**config.mk**
```make
export PLATFORM = sky130hd
export DESIGN_NAME = thresholded_bbox_centroid_flat
export DESIGN_NICKNAME = d
export VERILOG_FILES = /design/src/sv/tbc_pkg.sv /design/src/sv/tbc_if.sv /design/src/sv/tbc_ctrl.sv /design/src/sv/tbc_datapath.sv /design/src/sv/thresholded_bbox_centroid.sv /design/src/flat_wrapper.sv
export SDC_FILE = /design/constraint.sdc
export NUM_CORES = 2
export LEC_CHECK = 0
export ABC_AREA = 1
export BUFFER_PORTS_ARGS = -buffer_cell sky130_fd_sc_hd__clkbuf_2
export CAP_MARGIN = 20
export CORE_ASPECT_RATIO = 0.6
export CORE_MARGIN = 4
export CORE_UTILIZATION = 50
export DETAILED_ROUTE_END_ITERATION = 6
export GPL_TIMING_DRIVEN = 1
export PLACE_DENSITY_LB_ADDON = 0.15
export SLEW_MARGIN = 20
export SYNTH_ARGS = -nofsm -noshare
export SYNTH_HDL_FRONTEND = slang
export SYNTH_SLANG_ARGS = --single-unit
```
**constraint.sdc**
```tcl
create_clock -name i_clk -period 27.1 [get_ports i_clk]
set_clock_uncertainty 0.1 [all_clocks]
set_input_delay 2.71 -clock i_clk [delete_from_list [all_inputs] [get_ports i_clk]]
set_output_delay 2.71 -clock i_clk [all_outputs]
set_load 0.005 [all_outputs]
```
**src/sv/tbc_pkg.sv**
```systemverilog
`timescale 1ns / 1ps
`default_nettype none
// ----------------------------------------------------------------------------
// tbc_pkg
// Shared types and constants for the thresholded bounding box and centroid
// block: field types, the controller states, the command bundle and the result beat.
// ----------------------------------------------------------------------------
package tbc_pkg;

    // Field widths fixed by the interface definition.
    localparam int FRAC_W  = 17;
    localparam int POS_W   = 32;
    localparam int COUNT_W = 21;

    // Fill threshold after reset, one half in Q1.16.
    localparam logic [FRAC_W-1:0] THRESH_RESET = 17'd32768;

    // Empty-set sentinels for the bounding box.
    localparam logic signed [POS_W-1:0] POS_MOST_POS = 32'sh7FFF_FFFF;
    localparam logic signed [POS_W-1:0] POS_MOST_NEG = 32'sh8000_0000;

    typedef logic [FRAC_W-1:0]         t_frac;
    typedef logic signed [POS_W-1:0]   t_pos;
    typedef logic [COUNT_W-1:0]        t_count;

    // Axis codes, also the index into the per-axis arrays.
    typedef logic [1:0] t_axis;
    localparam t_axis AXIS_X = 2'd0;
    localparam t_axis AXIS_Y = 2'd1;
    localparam t_axis AXIS_Z = 2'd2;

    typedef enum logic [1:0] {
        ST_ACCUM,
        ST_DIVIDE,
        ST_HOLD
    } t_ctrl_state;

    // Commands from the controller to the datapath.
    typedef struct packed {
        logic  acc;        // an input beat is accepted this cycle
        logic  clear;      // return the running state to its empty values
        logic  div_load;   // load the divider with the sum of the chosen axis
        logic  div_step;   // one quotient bit
        logic  div_store;  // write the signed quotient to the chosen axis
        logic  out_load;   // copy the finished result into the output register
        t_axis axis;
    } t_dp_cmd;

    // One result beat.
    typedef struct packed {
        t_pos   box_min_x;
        t_pos   box_max_x;
        t_pos   box_min_y;
        t_pos   box_max_y;
        t_pos   box_min_z;
        t_pos   box_max_z;
        t_pos   mean_x;
        t_pos   mean_y;
        t_pos   mean_z;
        t_count points_counted;
    } t_result;

endpackage
`default_nettype wire

```
**src/sv/tbc_if.sv**
```systemverilog
`timescale 1ns / 1ps
`default_nettype none
// ----------------------------------------------------------------------------
// tbc_if
// Valid/ready channels of the block: the point stream and the result stream.
// ----------------------------------------------------------------------------
interface tbc_pt_if;
    import tbc_pkg::*;

    logic  valid;
    logic  ready;
    t_frac fill_fraction;
    t_pos  pos_x;
    t_pos  pos_y;
    t_pos  pos_z;
    logic  last_point;

    modport source (output valid, output fill_fraction, output pos_x, output pos_y,
                    output pos_z, output last_point, input ready);
    modport sink   (input valid, input fill_fraction, input pos_x, input pos_y,
                    input pos_z, input last_point, output ready);
endinterface

interface tbc_res_if;
    import tbc_pkg::*;

    logic   valid;
    logic   ready;
    t_pos   box_min_x;
    t_pos   box_max_x;
    t_pos   box_min_y;
    t_pos   box_max_y;
    t_pos   box_min_z;
    t_pos   box_max_z;
    t_pos   mean_x;
    t_pos   mean_y;
    t_pos   mean_z;
    t_count points_counted;

    modport source (output valid, output box_min_x, output box_max_x,
                    output box_min_y, output box_max_y, output box_min_z,
                    output box_max_z, output mean_x, output mean_y, output mean_z,
                    output points_counted, input ready);
    modport sink   (input valid, input box_min_x, input box_max_x,
                    input box_min_y, input box_max_y, input box_min_z,
                    input box_max_z, input mean_x, input mean_y, input mean_z,
                    input points_counted, output ready);
endinterface
`default_nettype wire

```
**src/sv/tbc_ctrl.sv**
```systemverilog
`timescale 1ns / 1ps
`default_nettype none
// ----------------------------------------------------------------------------
// tbc_ctrl
// Controller: accepts points, sequences the shared divider over the three
// axes and hands the finished result to the output register.
// ----------------------------------------------------------------------------
module tbc_ctrl #(
    parameter int SUM_W = 52
) (
    input  wire logic            i_clk,
    input  wire logic            i_rst_n,
    input  wire logic            i_pt_valid,
    input  wire logic            i_pt_last,
    output logic                 o_pt_ready,
    input  wire logic            i_res_ready,
    output logic                 o_res_valid,
    output tbc_pkg::t_dp_cmd     o_cmd
);
    import tbc_pkg::*;

    // Each axis takes a load step, then SUM_W quotient bit steps, then a store step.
    localparam int STEP_W = $clog2(SUM_W + 2);
    localparam logic [STEP_W-1:0] STORE_STEP = STEP_W'(SUM_W + 1);

    t_ctrl_state       r_state, n_state;
    logic [STEP_W-1:0] r_step, n_step;
    t_axis             r_axis, n_axis;
    logic              r_res_valid, n_res_valid;

    // State and counters.
    always_ff @(posedge i_clk) begin
        if (!i_rst_n) begin
            r_state     <= ST_ACCUM;
            r_step      <= '0;
            r_axis      <= AXIS_X;
            r_res_valid <= 1'b0;
        end else begin
            r_state     <= n_state;
            r_step      <= n_step;
            r_axis      <= n_axis;
            r_res_valid <= n_res_valid;
        end
    end

    // Next state and commands.
    always_comb begin
        n_state    = r_state;
        n_step     = r_step;
        n_axis     = r_axis;
        o_pt_ready = 1'b0;
        o_cmd      = '0;
        o_cmd.axis = r_axis;
        unique case (r_state)
            ST_ACCUM: begin
                o_pt_ready = 1'b1;
                o_cmd.acc  = i_pt_valid;
                if (i_pt_valid && i_pt_last) begin
                    n_state = ST_DIVIDE;
                    n_step  = '0;
                    n_axis  = AXIS_X;
                end
            end
            ST_DIVIDE: begin
                if (r_step == '0) begin
                    o_cmd.div_load = 1'b1;
                end else if (r_step == STORE_STEP) begin
                    o_cmd.div_store = 1'b1;
                end else begin
                    o_cmd.div_step = 1'b1;
                end
                if (r_step == STORE_STEP) begin
                    n_step = '0;
                    if (r_axis == AXIS_Z) begin
                        n_state = ST_HOLD;
                    end else begin
                        n_axis = r_axis + 2'd1;
                    end
                end else begin
                    n_step = r_step + 1'b1;
                end
            end
            ST_HOLD: begin
                // Wait until the output register is free or is being emptied.
                if (!r_res_valid || i_res_ready) begin
                    o_cmd.out_load = 1'b1;
                    o_cmd.clear    = 1'b1;
                    n_state        = ST_ACCUM;
                end
            end
            default: begin
                n_state = ST_ACCUM;
            end
        endcase
    end

    // Output beat valid: set on load, dropped once the beat is taken.
    always_comb begin
        if (o_cmd.out_load) begin
            n_res_valid = 1'b1;
        end else if (i_res_ready) begin
            n_res_valid = 1'b0;
        end else begin
            n_res_valid = r_res_valid;
        end
    end

    assign o_res_valid = r_res_valid;

endmodule
`default_nettype wire

```
**src/sv/tbc_datapath.sv**
```systemverilog
`timescale 1ns / 1ps
`default_nettype none
// ----------------------------------------------------------------------------
// tbc_datapath
// Datapath: threshold register, running box, sums and count, a shared
// restoring divider for the means, and the output register.
// ----------------------------------------------------------------------------
module tbc_datapath #(
    parameter int MAX_POINTS = 1048576,
    parameter int SUM_W      = 52,
    parameter int CNT_W      = 21
) (
    input  wire logic             i_clk,
    input  wire logic             i_rst_n,
    input  wire logic             i_cfg_wr_en,
    input  wire tbc_pkg::t_frac   i_cfg_wr_data,
    input  wire tbc_pkg::t_dp_cmd i_cmd,
    input  wire tbc_pkg::t_frac   i_fill_fraction,
    input  wire tbc_pkg::t_pos    i_pos_x,
    input  wire tbc_pkg::t_pos    i_pos_y,
    input  wire tbc_pkg::t_pos    i_pos_z,
    output tbc_pkg::t_result      o_result
);
    import tbc_pkg::*;

    t_frac                   r_thresh;
    t_pos                    r_min [3];
    t_pos                    r_max [3];
    logic signed [SUM_W-1:0] r_sum [3];
    logic [CNT_W-1:0]        r_count;
    logic [SUM_W-1:0]        r_mag;
    logic [CNT_W-1:0]        r_rem;
    logic                    r_neg;
    t_pos                    r_mean [3];
    t_result                 r_result;

    t_pos                    pos_in [3];
    logic                    hit;
    logic                    can_add;
    logic signed [SUM_W-1:0] sum_sel;
    logic [CNT_W:0]          rem_sh;
    logic                    rem_ge;
    logic [CNT_W:0]          rem_sub;
    logic [SUM_W-1:0]        quot;
    logic [CNT_W+COUNT_W-1:0] count_ext;
    logic                    count_zero;

    assign pos_in[0] = i_pos_x;
    assign pos_in[1] = i_pos_y;
    assign pos_in[2] = i_pos_z;

    // A point counts when its fraction is strictly above the threshold.
    assign hit     = i_cmd.acc && (i_fill_fraction > r_thresh);
    assign can_add = r_count < CNT_W'(MAX_POINTS);

    // Threshold register.
    always_ff @(posedge i_clk) begin
        if (!i_rst_n) begin
            r_thresh <= THRESH_RESET;
        end else if (i_cfg_wr_en) begin
            r_thresh <= i_cfg_wr_data;
        end
    end

    // Running box and sums; minimum and maximum are tracked independently.
    always_ff @(posedge i_clk) begin
        for (int a = 0; a < 3; a++) begin
            if (!i_rst_n || i_cmd.clear) begin
                r_min[a] <= POS_MOST_POS;
                r_max[a] <= POS_MOST_NEG;
                r_sum[a] <= '0;
            end else if (hit) begin
                if (pos_in[a] < r_min[a]) begin
                    r_min[a] <= pos_in[a];
                end
                if (pos_in[a] > r_max[a]) begin
                    r_max[a] <= pos_in[a];
                end
                if (can_add) begin
                    r_sum[a] <= r_sum[a] + SUM_W'(pos_in[a]);
                end
            end
        end
    end

    // Point count, which saturates at the set limit.
    always_ff @(posedge i_clk) begin
        if (!i_rst_n || i_cmd.clear) begin
            r_count <= '0;
        end else if (hit && can_add) begin
            r_count <= r_count + 1'b1;
        end
    end

    // Restoring divider on the magnitude, one quotient bit a cycle.
    assign sum_sel = r_sum[i_cmd.axis];
    assign rem_sh  = {r_rem, r_mag[SUM_W-1]};
    assign rem_ge  = rem_sh >= {1'b0, r_count};
    assign rem_sub = rem_sh - {1'b0, r_count};
    assign quot    = r_neg ? (~r_mag + 1'b1) : r_mag;

    always_ff @(posedge i_clk) begin
        if (i_cmd.div_load) begin
            r_neg <= sum_sel[SUM_W-1];
            r_mag <= sum_sel[SUM_W-1] ? SUM_W'(-sum_sel) : SUM_W'(sum_sel);
            r_rem <= '0;
        end else if (i_cmd.div_step) begin
            r_mag <= {r_mag[SUM_W-2:0], rem_ge};
            r_rem <= rem_ge ? rem_sub[CNT_W-1:0] : rem_sh[CNT_W-1:0];
        end
    end

    // Quotient for the chosen axis, kept to the coordinate width.
    always_ff @(posedge i_clk) begin
        if (i_cmd.div_store) begin
            r_mean[i_cmd.axis] <= quot[POS_W-1:0];
        end
    end

    // Output register; an empty set reports a zero centroid.
    assign count_ext  = {{COUNT_W{1'b0}}, r_count};
    assign count_zero = (r_count == '0);

    always_ff @(posedge i_clk) begin
        if (i_cmd.out_load) begin
            r_result.box_min_x      <= r_min[AXIS_X];
            r_result.box_max_x      <= r_max[AXIS_X];
            r_result.box_min_y      <= r_min[AXIS_Y];
            r_result.box_max_y      <= r_max[AXIS_Y];
            r_result.box_min_z      <= r_min[AXIS_Z];
            r_result.box_max_z      <= r_max[AXIS_Z];
            r_result.mean_x         <= count_zero ? '0 : r_mean[AXIS_X];
            r_result.mean_y         <= count_zero ? '0 : r_mean[AXIS_Y];
            r_result.mean_z         <= count_zero ? '0 : r_mean[AXIS_Z];
            r_result.points_counted <= count_ext[COUNT_W-1:0];
        end
    end

    assign o_result = r_result;

endmodule
`default_nettype wire

```
**src/sv/thresholded_bbox_centroid.sv**
```systemverilog
`timescale 1ns / 1ps
`default_nettype none
// ----------------------------------------------------------------------------
// thresholded_bbox_centroid
// Bounding box, mean position and count of the points of a set whose fill
// fraction lies above a programmable threshold.
// ----------------------------------------------------------------------------
//  Channel   Direction  Handshake      Beat contents
//  i_pt      in         valid/ready    fill_fraction, pos_x/y/z, last_point
//  o_res     out        valid/ready    box min/max x/y/z, mean x/y/z, count
//  i_cfg     in         write enable   fill_threshold (17 bit)
//
//  Points are taken back to back while a set accumulates. After the last point
//  of a set the one restoring divider forms the three means in turn, a quotient
//  bit a cycle; no point is taken meanwhile.
//  The result waits in an output register while the next set accumulates.
//  Reset is synchronous and active low; the threshold returns to one half.
//  A stalled result beat holds; a second set's result waits until it is taken.
// ----------------------------------------------------------------------------
module thresholded_bbox_centroid #(
    parameter int MAX_POINTS = 1048576
) (
    input  wire logic            i_clk,
    input  wire logic            i_rst_n,
    tbc_pt_if.sink               i_pt,
    tbc_res_if.source            o_res,
    input  wire logic            i_cfg_wr_en,
    input  wire tbc_pkg::t_frac  i_cfg_wr_data
);
    import tbc_pkg::*;

    // Sum width holds MAX_POINTS coordinates; the count holds MAX_POINTS.
    localparam int SUM_W = POS_W + $clog2(MAX_POINTS);
    localparam int CNT_W = $clog2(MAX_POINTS + 1);

    t_dp_cmd cmd;
    t_result result;

    tbc_ctrl #(
        .SUM_W (SUM_W)
    ) u_ctrl (
        .i_clk       (i_clk),
        .i_rst_n     (i_rst_n),
        .i_pt_valid  (i_pt.valid),
        .i_pt_last   (i_pt.last_point),
        .o_pt_ready  (i_pt.ready),
        .i_res_ready (o_res.ready),
        .o_res_valid (o_res.valid),
        .o_cmd       (cmd)
    );

    tbc_datapath #(
        .MAX_POINTS (MAX_POINTS),
        .SUM_W      (SUM_W),
        .CNT_W      (CNT_W)
    ) u_datapath (
        .i_clk           (i_clk),
        .i_rst_n         (i_rst_n),
        .i_cfg_wr_en     (i_cfg_wr_en),
        .i_cfg_wr_data   (i_cfg_wr_data),
        .i_cmd           (cmd),
        .i_fill_fraction (i_pt.fill_fraction),
        .i_pos_x         (i_pt.pos_x),
        .i_pos_y         (i_pt.pos_y),
        .i_pos_z         (i_pt.pos_z),
        .o_result        (result)
    );

    // Result beat payload.
    assign o_res.box_min_x      = result.box_min_x;
    assign o_res.box_max_x      = result.box_max_x;
    assign o_res.box_min_y      = result.box_min_y;
    assign o_res.box_max_y      = result.box_max_y;
    assign o_res.box_min_z      = result.box_min_z;
    assign o_res.box_max_z      = result.box_max_z;
    assign o_res.mean_x         = result.mean_x;
    assign o_res.mean_y         = result.mean_y;
    assign o_res.mean_z         = result.mean_z;
    assign o_res.points_counted = result.points_counted;

endmodule
`default_nettype wire

```
**src/flat_wrapper.sv**
```systemverilog
// flat-port wrapper written by rule: the top's interface ports become plain ports
module thresholded_bbox_centroid_flat import tbc_pkg::*;
#(
    parameter int MAX_POINTS = 1048576
)
  (i_clk, i_rst_n, i_cfg_wr_en, i_cfg_wr_data, i_pt_valid, i_pt_fill_fraction, i_pt_pos_x, i_pt_pos_y, i_pt_pos_z, i_pt_last_point, i_pt_ready, o_res_valid, o_res_box_min_x, o_res_box_max_x, o_res_box_min_y, o_res_box_max_y, o_res_box_min_z, o_res_box_max_z, o_res_mean_x, o_res_mean_y, o_res_mean_z, o_res_points_counted, o_res_ready);
  tbc_pt_if i_pt_i ();
  tbc_res_if o_res_i ();
  input  wire logic i_clk;
  input  wire logic i_rst_n;
  input  wire logic i_cfg_wr_en;
  input  wire tbc_pkg::t_frac i_cfg_wr_data;
  input wire logic [$bits(i_pt_i.valid)-1:0] i_pt_valid;
  input wire logic [$bits(i_pt_i.fill_fraction)-1:0] i_pt_fill_fraction;
  input wire logic [$bits(i_pt_i.pos_x)-1:0] i_pt_pos_x;
  input wire logic [$bits(i_pt_i.pos_y)-1:0] i_pt_pos_y;
  input wire logic [$bits(i_pt_i.pos_z)-1:0] i_pt_pos_z;
  input wire logic [$bits(i_pt_i.last_point)-1:0] i_pt_last_point;
  output wire logic [$bits(i_pt_i.ready)-1:0] i_pt_ready;
  output wire logic [$bits(o_res_i.valid)-1:0] o_res_valid;
  output wire logic [$bits(o_res_i.box_min_x)-1:0] o_res_box_min_x;
  output wire logic [$bits(o_res_i.box_max_x)-1:0] o_res_box_max_x;
  output wire logic [$bits(o_res_i.box_min_y)-1:0] o_res_box_min_y;
  output wire logic [$bits(o_res_i.box_max_y)-1:0] o_res_box_max_y;
  output wire logic [$bits(o_res_i.box_min_z)-1:0] o_res_box_min_z;
  output wire logic [$bits(o_res_i.box_max_z)-1:0] o_res_box_max_z;
  output wire logic [$bits(o_res_i.mean_x)-1:0] o_res_mean_x;
  output wire logic [$bits(o_res_i.mean_y)-1:0] o_res_mean_y;
  output wire logic [$bits(o_res_i.mean_z)-1:0] o_res_mean_z;
  output wire logic [$bits(o_res_i.points_counted)-1:0] o_res_points_counted;
  input wire logic [$bits(o_res_i.ready)-1:0] o_res_ready;
  assign i_pt_i.valid = i_pt_valid;
  assign i_pt_i.fill_fraction = i_pt_fill_fraction;
  assign i_pt_i.pos_x = i_pt_pos_x;
  assign i_pt_i.pos_y = i_pt_pos_y;
  assign i_pt_i.pos_z = i_pt_pos_z;
  assign i_pt_i.last_point = i_pt_last_point;
  assign i_pt_ready = i_pt_i.ready;
  assign o_res_valid = o_res_i.valid;
  assign o_res_box_min_x = o_res_i.box_min_x;
  assign o_res_box_max_x = o_res_i.box_max_x;
  assign o_res_box_min_y = o_res_i.box_min_y;
  assign o_res_box_max_y = o_res_i.box_max_y;
  assign o_res_box_min_z = o_res_i.box_min_z;
  assign o_res_box_max_z = o_res_i.box_max_z;
  assign o_res_mean_x = o_res_i.mean_x;
  assign o_res_mean_y = o_res_i.mean_y;
  assign o_res_mean_z = o_res_i.mean_z;
  assign o_res_points_counted = o_res_i.points_counted;
  assign o_res_i.ready = o_res_ready;
  thresholded_bbox_centroid #(.MAX_POINTS(MAX_POINTS)) u_core (.i_clk(i_clk), .i_rst_n(i_rst_n), .i_pt(i_pt_i), .o_res(o_res_i), .i_cfg_wr_en(i_cfg_wr_en), .i_cfg_wr_data(i_cfg_wr_data));
endmodule
```
# Yosys cells after proc, flatten, opt, wreduce, memory -nomap -nowiden

Memory sizes are Yosys's and may differ from the RTL's. A register that Yosys moved wholly into a read port is not among the register bits.
Cells that the tools add are included.

Register bits after elaboration: 144
Memories kept: 4
Memory bits (writable): 444
Word-level logic and storage cells: 138
Output and inout port bits: 311

Multiplexer cells: 71
Order comparisons: 9
Add/subtract/negate cells: 9
Bitwise gates (word level): 10
Equality and inequality tests: 9
Reduce and logical (&&, ||, !) cells: 16

Memories:

| name                     | words | width | rd ports | clocked after Yosys merged registers in | wr ports | line               | text |
|---|---|---|---|---|---|---|---|
| u_core.u_datapath.r_sum  | 3     | 52    | 4        | 1                                       | 3        | tbc_datapath.sv:29 | `logic signed [SUM_W-1:0] r_sum [3];` |
| u_core.u_datapath.r_max  | 3     | 32    | 6        | 3                                       | 3        | tbc_datapath.sv:28 | `t_pos r_max [3];` |
| u_core.u_datapath.r_mean | 3     | 32    | 3        | 3                                       | 1        | tbc_datapath.sv:34 | `t_pos r_mean [3];` |
| u_core.u_datapath.r_min  | 3     | 32    | 6        | 3                                       | 3        | tbc_datapath.sv:27 | `t_pos r_min [3];` |

Operators by type and width:

| cell                    | number |
|---|---|
| $mux W52                | 6 |
| $mux W32                | 7 |
| $add A52 B32 Y52        | 3 |
| $gt A32 B32 Y1          | 3 |
| $lt A32 B32 Y1          | 3 |
| $neg A52 Y52            | 1 |
| $mux W1                 | 41 |
| $add A32 B1 Y32 const B | 1 |
| $not A32 Y32            | 1 |
| $ge A22 B21 Y1          | 1 |
| $add A21 B1 Y21 const B | 1 |
| $logic_not A21 Y1       | 1 |
| $lt A21 B21 Y1 const B  | 1 |
| $mux W21                | 1 |
| $sub A21 B21 Y21        | 1 |
| $mux W2                 | 10 |
| $gt A17 B17 Y1          | 1 |
| $mux W6                 | 2 |
| $pmux W6 S2             | 1 |
| $ne A2 B2 Y1 const B    | 5 |
| $or A1 B1 Y1            | 9 |
| $reduce_and A4 Y1       | 2 |
| $add A6 B1 Y6 const B   | 1 |
| $eq A6 B6 Y1 const B    | 1 |
| other kinds (13)        | 20 |

# Logic depth before layout (Yosys ltp)

Depth after elaboration: 8
Gate-level depth with buffers: 18
Depth with buffers taken out: 16

# Modules after synthesis

Synthesis repeated with hierarchy kept, for this count alone.

Cells, all modules: 6,176
Area, all modules: 52,226.3 µm²

Modules (own cells, without submodules):

| module       | times used | cells each | area an instance (µm²) |
|---|---|---|---|
| tbc_datapath | 1          | 6,071      | 51,500.6 |
| tbc_ctrl     | 1          | 105        | 725.7 |

# Worst setup path before layout

No wires, ideal clock.

Kind: in2reg
From: in o_res_ready
To: mem u_core.u_datapath.r_sum[0][0], enable pin
Path buffers: 2
Library setup time: 0.522 ns
Stages on the path: 6
Path slack: -2.646 ns
Arrival time: 29.124 ns
Path through: nor2_1 > nor3_1 > nor2_1 > buf_2 > buf_2 > nand2_1

RTL lines:

| what        | line               | text |
|---|---|---|
| from (decl) | flat_wrapper.sv:31 | `input wire logic [$bits(o_res_i.ready)-1:0] o_res_ready;` |
| to (decl)   | tbc_datapath.sv:29 |  |

==> results.ini <==
[placement]
dpl.cell_count = 7958
hpwl_um = 140000
gp_congestion = 1.07
pre_cts_ws_ns = 19.30
place_area_um2 = 56300
portBuffers = 446

[synthesis]
ys_ff_latch = 878
synth_area_um2 = 52600
syn_area_per_cell_um2 = 8.48
ys_async_sr_fraction_pct = 0
syn_nets = 6729
synth_flop_cell = edfxtp_1
netlist_instances = 6199
synth.yosys.warnings = 0
synth_cell_types = 50
synth_edf_count = 806
yosysSeqAreaShare_pct = 48.8

[worst_hold_path]
worstHoldStart = u_core.u_datapath.r_min[1][18]$_SDFFCE_PN1P_
hold_class = reg -> reg
min_path_cells = 0

[global_route]
grt_use_met2_pct = 38.7
globalRouteMet1Util_pct = 50.0
grt_first_pass_wirelength_um = 257000
grt_max_degree = 97
antenna_found_initial = 4
grt_usage_pct = 31.0
grtUsageMet3_pct = 12.1
grt_pass1_vias = 40098
gr-max-usage-layer = met1
overflow = 0

[timing]
finalSetupViolCount = 0
fin_crit_sh_pct = 25.8
finalSetupTns_ns = 0
worst_slew_pin_slew_ns = 1.30
slew_headroom_pct = 12.1
setup_ws_ns = 20.11
max_freq_mhz = 143
fin_crit_ns = 6.99
whs_ns = 0.348
rsz0062_at_grt = no
hold_viol_final = 0
slew_viol_final = 0

[setup_path]
r2r_cells = 14
crit_path_end_kind = flip-flop
cp-start-kind = input pin
arrival_ns = 7.23
worstSetupStartpoint = i_pt_fill_fraction[16]
worst-path-max-fanout = 70
reg2reg_from = u_core.u_datapath.r_thresh[5]$_SDFFE_PN0P_
path_class = in -> reg
required_ns = 27.34

[route]
vias = 44885
dr.pass1.iters = 6
drt_iter0_drc = 5509
avgViaCountPerCell = 5.52
drtAntennaViolNets = 0
remaining_drc_errors = 0
drt-total-wl_um = 176000
routedWlPerCell_um = 21.6

[final_layout]
utilization_pct = 57.3
final_common_cell = nand2_1
mostFrequentLayoutCells = nand2_1 (1465), inv_1 (910), edfxtp_1 (806)
final_nets = 7184
fillers = 9402
layout-drive-gt1-share_pct = 11.2
synthToLayoutAreaGrowth_pct = 12.8
multi_input_area_um2 = 23000
regArea_um2 = 25600
stdcell_count = 8124
design_area_um2 = 59300

[clock_network]
clock_latency_ns = 0.73
clock_path_buffers = 3
cts_tree = yes
cts_max_level = 3
cts_num_sinks = 878
numCtsBuffers = 87
cts_setup_buffers = 0
cts_hold_buffers = 0
clk_pin_slew_ns = 0.07
post_cts_resized = 0
root_buffer = clkbuf_16

[floorplanning]
dieWidth_um = 427
die_area_um2 = 111000
initial_core_util_pct = 50.8
ios = 447
fp-row-count = 91
coreArea_um2 = 103000
die_h_um = 259

[pwr]
power_frac_clock_pct = 30.4
p_per_area_nw_per_um2 = 69.5
power_frac_comb_pct = 30.2
switching_power_mw = 1.49
ir_drop_mv = 0.0838
switching_share_pct = 36.1
fin_total_pwr_mw = 4.12
power_frac_seq_pct = 39.3
p_leak_nw = 26.9
p_int_mw = 2.63

[run]
cap_violations = 0

[status]
status = finished, final reports clean

-- area by class of cell --
cell class                 count  area share, %
timing repair buffer         481           4.34
clock buffer                  94           3.75
inverter                     919           5.82
antenna                        5         0.0211
multi-input combinational   4287           38.7
sequential                   878           43.2
tap                         1395           2.94
clock inverter                65           1.13
-- flip-flops by register name, summed over array words and instances (netlist names), 6 cells and up, named ones only --
name,flops
u_core.u_datapath.r_rem,21
u_core.u_datapath.r_thresh,17
u_core.u_datapath.r_mag,52
u_core.u_datapath.r_min,96
u_core.u_datapath.r_max,96
u_core.u_datapath.r_mean,96
u_core.u_datapath.r_sum,156
o_res_mean_x,32
o_res_mean_z,32
u_core.u_datapath.r_count,21
u_core.u_ctrl.r_step,6
o_res_mean_y,32
u_core.u_datapath.o_result,213
-- layer usage --
layer  vias up  wire length, µm
met3       154            24900
met1     21107            83900
met4         0             2800
met5         -                0
met2      2153            64000
li1      21471                -
-- Yosys cell counts, types with 5 or more instances --
cell type     n  share of area, %
nand3b_1     12              0.17
nor2_2       16              0.19
nor3b_1      12              0.17
buf_6        16              0.34
edfxtp_1    806                46
ha_1        390               9.3
clkbuf_1     52              0.37
or2_2        45              0.54
nor2_1      793               5.7
or2_0         5             0.059
a31oi_1      18              0.21
o21ai_2       8              0.13
a21boi_0     25              0.36
or2_1        25              0.30
xor2_1       88               1.5
nor3_1       66              0.63
o21ai_1      16              0.15
buf_4        13              0.19
inv_1       912               6.5
inv_2         5             0.036
o21ai_0     246               2.3
a21oi_1     400               3.8
o211ai_1     15              0.21
xnor2_1      28              0.47
buf_2        30              0.29
o21bai_1     41              0.59
a21o_1       18              0.26
nand2_2      31              0.37
nand2_1    1466                10
nand3_1     372               3.5
nand4_1      80              0.95
o21a_1       20              0.29
dfxtp_1      72               2.7
nor2_4       10              0.21
nor4_1       16              0.19
-- power groups by stage --
stage               registers [mW]  clock network (mW)  logic (mW)
floorplan                     1.62                   0       0.859
global placement              1.65                   0        1.19
detailed placement            1.65                   0        1.19
CTS                           1.62                1.27        1.20
global route                  1.63                1.33        1.38
finish                        1.62                1.25        1.25
-- logic make-up after synthesis --
group           synth area share (%)
fa+ha+maj                       9.43
buf+inv                         7.78
compound gates                  8.47
xor+xnor                        1.93
simple gates                    23.6
flops                           48.8
-- worst max-delay path, stage by stage --
cell,delay (ns)
clkbuf_2,0.11
ha_1,0.31
nand2_1,0.10
nor2_1,0.06
nand3_1,0.10
inv_1,0.07
a31oi_1,0.21
nand2_2,0.31
inv_1,0.38
nand2_1,0.48
nand2_4,0.68
buf_4,0.92
buf_4,0.70
-- final timing paths --
kind / end / slack (ns)
setup reg to reg: u_core.u_datapath.r_sum[1][21]$_SDFFCE_PN0P_ / 21.87
hold / removal: u_core.u_datapath.o_result[231]$_DFFE_PP_ / 0.35
setup / recovery: u_core.u_datapath.r_sum[1][21]$_SDFFCE_PN0P_ / 20.11
hold reg to reg: u_core.u_datapath.o_result[231]$_DFFE_PP_ / 0.35
No activity file was read; power rests on OpenSTA's default activity.
